File: src/hw/rtl/gti_pkg.sv
`default_nettype none

package gti_pkg;

    localparam int DATA_W      = 32;
    localparam int FRAC_W      = 16;
    localparam int CELL_W      = 8;
    localparam int BIN_W       = 3;
    localparam int ADDR_W      = 15;
    localparam int STORE_DEPTH = 32768;
    localparam int NEIGHBORS   = 8;

    localparam int GRID_X_DEF      = 16;
    localparam int GRID_Y_DEF      = 16;
    localparam int GRID_Z_DEF      = 16;
    localparam int ENERGY_BINS_DEF = 8;

    // config register indexes
    localparam int CFG_IDX_W = 3;
    localparam logic [CFG_IDX_W-1:0] CFG_X_ORIGIN = 3'd0;
    localparam logic [CFG_IDX_W-1:0] CFG_Y_ORIGIN = 3'd1;
    localparam logic [CFG_IDX_W-1:0] CFG_Z_ORIGIN = 3'd2;
    localparam logic [CFG_IDX_W-1:0] CFG_X_SCALE  = 3'd3;
    localparam logic [CFG_IDX_W-1:0] CFG_Y_SCALE  = 3'd4;
    localparam logic [CFG_IDX_W-1:0] CFG_Z_SCALE  = 3'd5;

    localparam logic [DATA_W-1:0] SCALE_RESET = 32'h0001_0000;

    // input command codes
    localparam logic CMD_WRITE = 1'b0;
    localparam logic CMD_QUERY = 1'b1;

    typedef struct packed {
        logic              ok;
        logic [CELL_W-1:0] cell_no;
        logic [FRAC_W-1:0] frac;
    } axis_t;

    typedef struct packed {
        logic valid;
        logic query;
    } ctl_t;

    // floor((a*(1-f) + b*f)) in Q16.16 == a + floor((b-a)*f / 2^16)
    function automatic logic signed [DATA_W-1:0] lerp(
        input logic signed [DATA_W-1:0] a,
        input logic signed [DATA_W-1:0] b,
        input logic        [FRAC_W-1:0] f
    );
        logic signed [DATA_W:0]          diff;
        logic signed [DATA_W+FRAC_W+1:0] prod;
        logic signed [DATA_W:0]          sum;
        diff = (DATA_W+1)'(b) - (DATA_W+1)'(a);
        prod = diff * $signed({1'b0, f});
        sum  = (DATA_W+1)'(a) + (DATA_W+1)'(prod >>> FRAC_W);
        return sum[DATA_W-1:0];
    endfunction

endpackage

`default_nettype wire

File: src/hw/rtl/gti_axis.sv
`default_nettype none

// One axis: offset, scale, range test. Three register stages.
module gti_axis #(
    parameter int SIZE = 16
) (
    input  wire logic                              clk,
    input  wire logic                              adv,
    input  wire logic signed [gti_pkg::DATA_W-1:0] pos,
    input  wire logic signed [gti_pkg::DATA_W-1:0] origin,
    input  wire logic        [gti_pkg::DATA_W-1:0] scale,
    output      gti_pkg::axis_t                    axis
);

    localparam int DW = gti_pkg::DATA_W;
    localparam int TW = 2 * DW - gti_pkg::FRAC_W;
    localparam logic [TW-1:0] LIM = TW'(SIZE - 1) << gti_pkg::FRAC_W;

    logic signed [DW:0]   d_reg;
    logic [2*DW-1:0]      prod_reg;
    logic                 dpos_reg;
    gti_pkg::axis_t       axis_reg;
    logic [TW-1:0]        t;
    gti_pkg::axis_t       axis_next;

    always_comb
    begin
        t                 = prod_reg[2*DW-1:gti_pkg::FRAC_W];
        axis_next.ok      = dpos_reg && (t != '0) && (t < LIM);
        axis_next.cell_no = t[gti_pkg::FRAC_W +: gti_pkg::CELL_W];
        axis_next.frac    = t[gti_pkg::FRAC_W-1:0];
    end

    always_ff @(posedge clk)
    begin
        if (adv)
        begin
            d_reg    <= (DW+1)'(pos) - (DW+1)'(origin);
            prod_reg <= (2*DW)'(scale) * (2*DW)'(d_reg[DW-1:0]);
            dpos_reg <= !d_reg[DW] && (d_reg != '0);
            axis_reg <= axis_next;
        end
    end

    assign axis = axis_reg;

endmodule

`default_nettype wire

File: config.mk
export PLATFORM = sky130hd
export DESIGN_NAME = gti_axis
export DESIGN_NICKNAME = d
export VERILOG_FILES = /design/src/hw/rtl/gti_pkg.sv /design/src/hw/rtl/gti_axis.sv
export SDC_FILE = /design/constraint.sdc
export NUM_CORES = 2
export LEC_CHECK = 0
export ABC_CLOCK_PERIOD_IN_PS = 7700
export CELL_PAD_IN_SITES_DETAIL_PLACEMENT = 1
export CELL_PAD_IN_SITES_GLOBAL_PLACEMENT = 1
export CORE_MARGIN = 8
export CORE_UTILIZATION = 30
export DETAILED_ROUTE_END_ITERATION = 16
export DONT_BUFFER_PORTS = 1
export PLACE_DENSITY_LB_ADDON = 0.15
export SYNTH_ARGS = -nofsm -noshare
export SYNTH_HDL_FRONTEND = slang
export SYNTH_SLANG_ARGS = --single-unit
export TNS_END_PERCENT = 50
File: constraint.sdc
create_clock -name clk -period 7.7 [get_ports clk]
set_clock_uncertainty 0.1 [all_clocks]
set_input_delay 1.54 -clock clk [delete_from_list [all_inputs] [get_ports clk]]
set_output_delay 1.54 -clock clk [all_outputs]
set_load 0.03 [all_outputs]
==> results.md <==
- Layout cell share with drive strength beyond 1: between 8 and 9%
- DIE WIDTH: 371 um
- Most common cell after layout, fill and taps aside: inv_1
- # DRC: 0
- Area added between synthesis and finish: 10.3%
- Initial drt markers: 860
- Initial antenna violation count: 6
- Fmax achieved: 0.126 GHz
- Avg Cell Area, Syn: 9.47 um^2
- Area post-placement: 41100 um^2
- Unrepaired setup endpoints after global routing: true
- Hold_buf cts: 0
- Vias: 26100
- MaxCap Viol Count: 0
- First-pass GRT wire length: approximately 190000 um
- Worst hold slack: about 360 ps
- Compound-Gate Fraction of Synth Area: 4.16%
- Root Driver: clkbuf_16
- Final WL: 120000 um
- Fin. Hold Viols: 0
- Type of the worst min-delay path: reg2reg
- PortBufs: 0
- Placed cells: around 5600
- Routed length per placed instance: between 20 and 25 um
- Synth cell types: 64
- H-tree Lvls: 3
- Core area: between 100000 and 150000 um^2
- Adder and majority gate portion of the synthesized area: 57.1%
- Worst skew pair latency: 440 ps
- Worst slew pin tran: 1030 ps
- RD Place Congestion: around 0.77
- Non-Filler Instances: 5657
- Multiplexer area fraction after synthesis: 0%
- CTS buffer count: 9
- Synth warn: 0
- Final Util: 33.3%
- Vias per cell: 4.62
- Xor-xnor portion of the synthesized cell area: roughly 1.8%
- Max Root-Sink Buffers: 2
- Syn nets: 5281
- Post-route setup slack: -246 ps
- Vias in the first global route: roughly 30000
- Most frequent CP cell: fa_1
- WP data required: slightly below 8000 ps
- CTS tree: built
- Drt first pass iters: 4
- Seq/Total Area, Yosys: 8.49%
- Pin count of the biggest net entering global routing: 108
- Most frequent cells in the layout: 949 x inv_1, 880 x fa_1, 610 x and2_1
- Clock Pin Slew Worst Setup and Hold Paths: about 70 ps
- Post-route ant nets: 0
- Layout fillers: 14400
- DIE AREA: 138000 um^2
- Post-Synth Simple-Gate Area: 16.9%
- Gr usage total: between 15 and 20%
- Seq cells post-synth: 107
- Kind of critical path: in2reg
- Nets: 5282
- Synth Cell Area: 37800 um^2
- Most used DFF post-synth: edfxtp_1
- Setup Viol. Count Final: 25
- Max reg flops: 48
- Slowest-stage cell, CP: fa_1
- FFs w/ async S/R, synth: 0%
- Tmin final: 7950 ps
- Post-synth EDFFs: 107
- Die H: around 370 um
- Ports: 123
- Row cnt: 130
- Status: complete, but fails checks
- GRT Residual Overflow: 0
- Worst-path fanout max: 32
- Max incr delay on CP: 540 ps
- CP bufs+invs: 5
- Initial Util: 30.2%
- Ordered cell list for the critical path: and2_1 > fa_1 > inv_1 > fa_1 > fa_1 > fa_1 > inv_1 > fa_1 > inv_2 > fa_1 > inv_1 > fa_1 > fa_2 > ha_4 > nand2_2 > o21ai_2 > a311oi_2 > buf_4 > nand2b_4 > a311oi_4 > o21ai_2 > and2_4 > o31a_1 > xnor2_1
- CP Launch Type: input pin
- Critical Path Sink Type: flip-flop
- Top delay family on crit path: adder cells
- CP Data Arrival Time: 8020 ps
- Dpl hpwl: a little under 100000 um
- Crit share post-route: 103%
- CTS Sinks: 107
- Finished Cell Area: 41800 um^2
- Slew Viols, Final: 0
- Post-Synthesis Cells: 3995
- Largest family of logic cells by synthesized area: adder cells
- Failing checks: setup timing
- Relative slew margins: 31.0%
## cell usage after synthesis (12+ instances only)
cell        n  area (um^2)
edfxtp_1  107         3210
xor2_1     23          201
o21a_1     12         90.1
a21o_1     40          300
nor4_1     18          113
xnor2_1    54          473
ha_1      292         3650
nand4_1    23          144
clkbuf_1  206          773
nor2_1     41          154
and2_1    623         3900
o21ai_0    39          195
nand3_1    20          100
fa_1      896        17900
nand2_1   439         1650
nor3_1     14         70.1
a21oi_1    69          345
inv_1     961         3610
## worst register-to-register path, cell delays in order (launching register included)
cell and delay [ps]:
edfxtp_1 400, buf_12 190, buf_4 290, nand2_1 100, fa_1 540, inv_1 60, fa_1 500, inv_1 100
fa_1 430, fa_1 490, inv_1 50, fa_1 500, inv_1 50, fa_1 550, fa_1 430, fa_1 490
inv_1 40, ha_1 310, and3_4 180, a311oi_2 280, buf_4 180, nand2b_4 210, a311o_1 240, nand2_2 110
a211o_1 360, a21oi_2 140, xnor2_1 70
## cell type report
class | count | area [um^2] | share of cell area (%)
Antenna cell | 6 | 15.0 | 0.0360
Clock buffer | 11 | 233 | 0.557
Clock inverter | 5 | 42.5 | 0.102
Inverter | 961 | 3610 | 8.64
Multi-Input combinational cell | 2718 | 30800 | 73.7
Sequential cell | 107 | 3210 | 7.70
Tap cell | 1650 | 2060 | 4.94
Timing Repair Buffer | 199 | 1820 | 4.35
## stage by stage
| stage | setup slack (ps) | setup TNS (ps) |
|---|---|---|
| after detailed placement | -834 | -24920 |
| final | -246 | -3070 |
| after global placement | -775 | -22100 |
| after CTS | -188 | -2350 |
| after global routing | -421 | -9120 |
| after floorplan | -504 | -9630 |
## cells by family after synthesis
family          Yosys count
compound gates          237
buf+inv                1170
fa+ha+maj              1188
flops                   107
xor+xnor                 77
simple gates           1216
## what timing repair did
item,in CTS,in global routing
setup endpoints to repair,32,36
pin swaps,42,40
setup buffers,4,3
gates resized for setup,43,42
## worst paths after layout
kind / from / end / slack [ps] / cells past startpoint
setup reg to reg: d_reg[8] / prod_reg[62] / 80 / 26
setup / recovery: scale[15] / prod_reg[44] / -250 / 24
hold / removal: prod_reg[29] / axis[13] / 360 / 0
hold reg to reg: prod_reg[29] / axis[13] / 360 / 0
## routing by layer
layer | vias up | GRT usage (%) | share of wire [%]
met1 | 14000 | 21.5 | 41
met3 | 117 | 2.07 | 2.4
met4 | 2 | 4.66 | 2.6
li1 | 11700 | - | -
met5 | - | 0 | 0.0075
met2 | 285 | 33.8 | 54
Power is left out: the tool's default activity adds up to more than one toggle a clock period on the data nets, which glitch-free logic cannot reach.
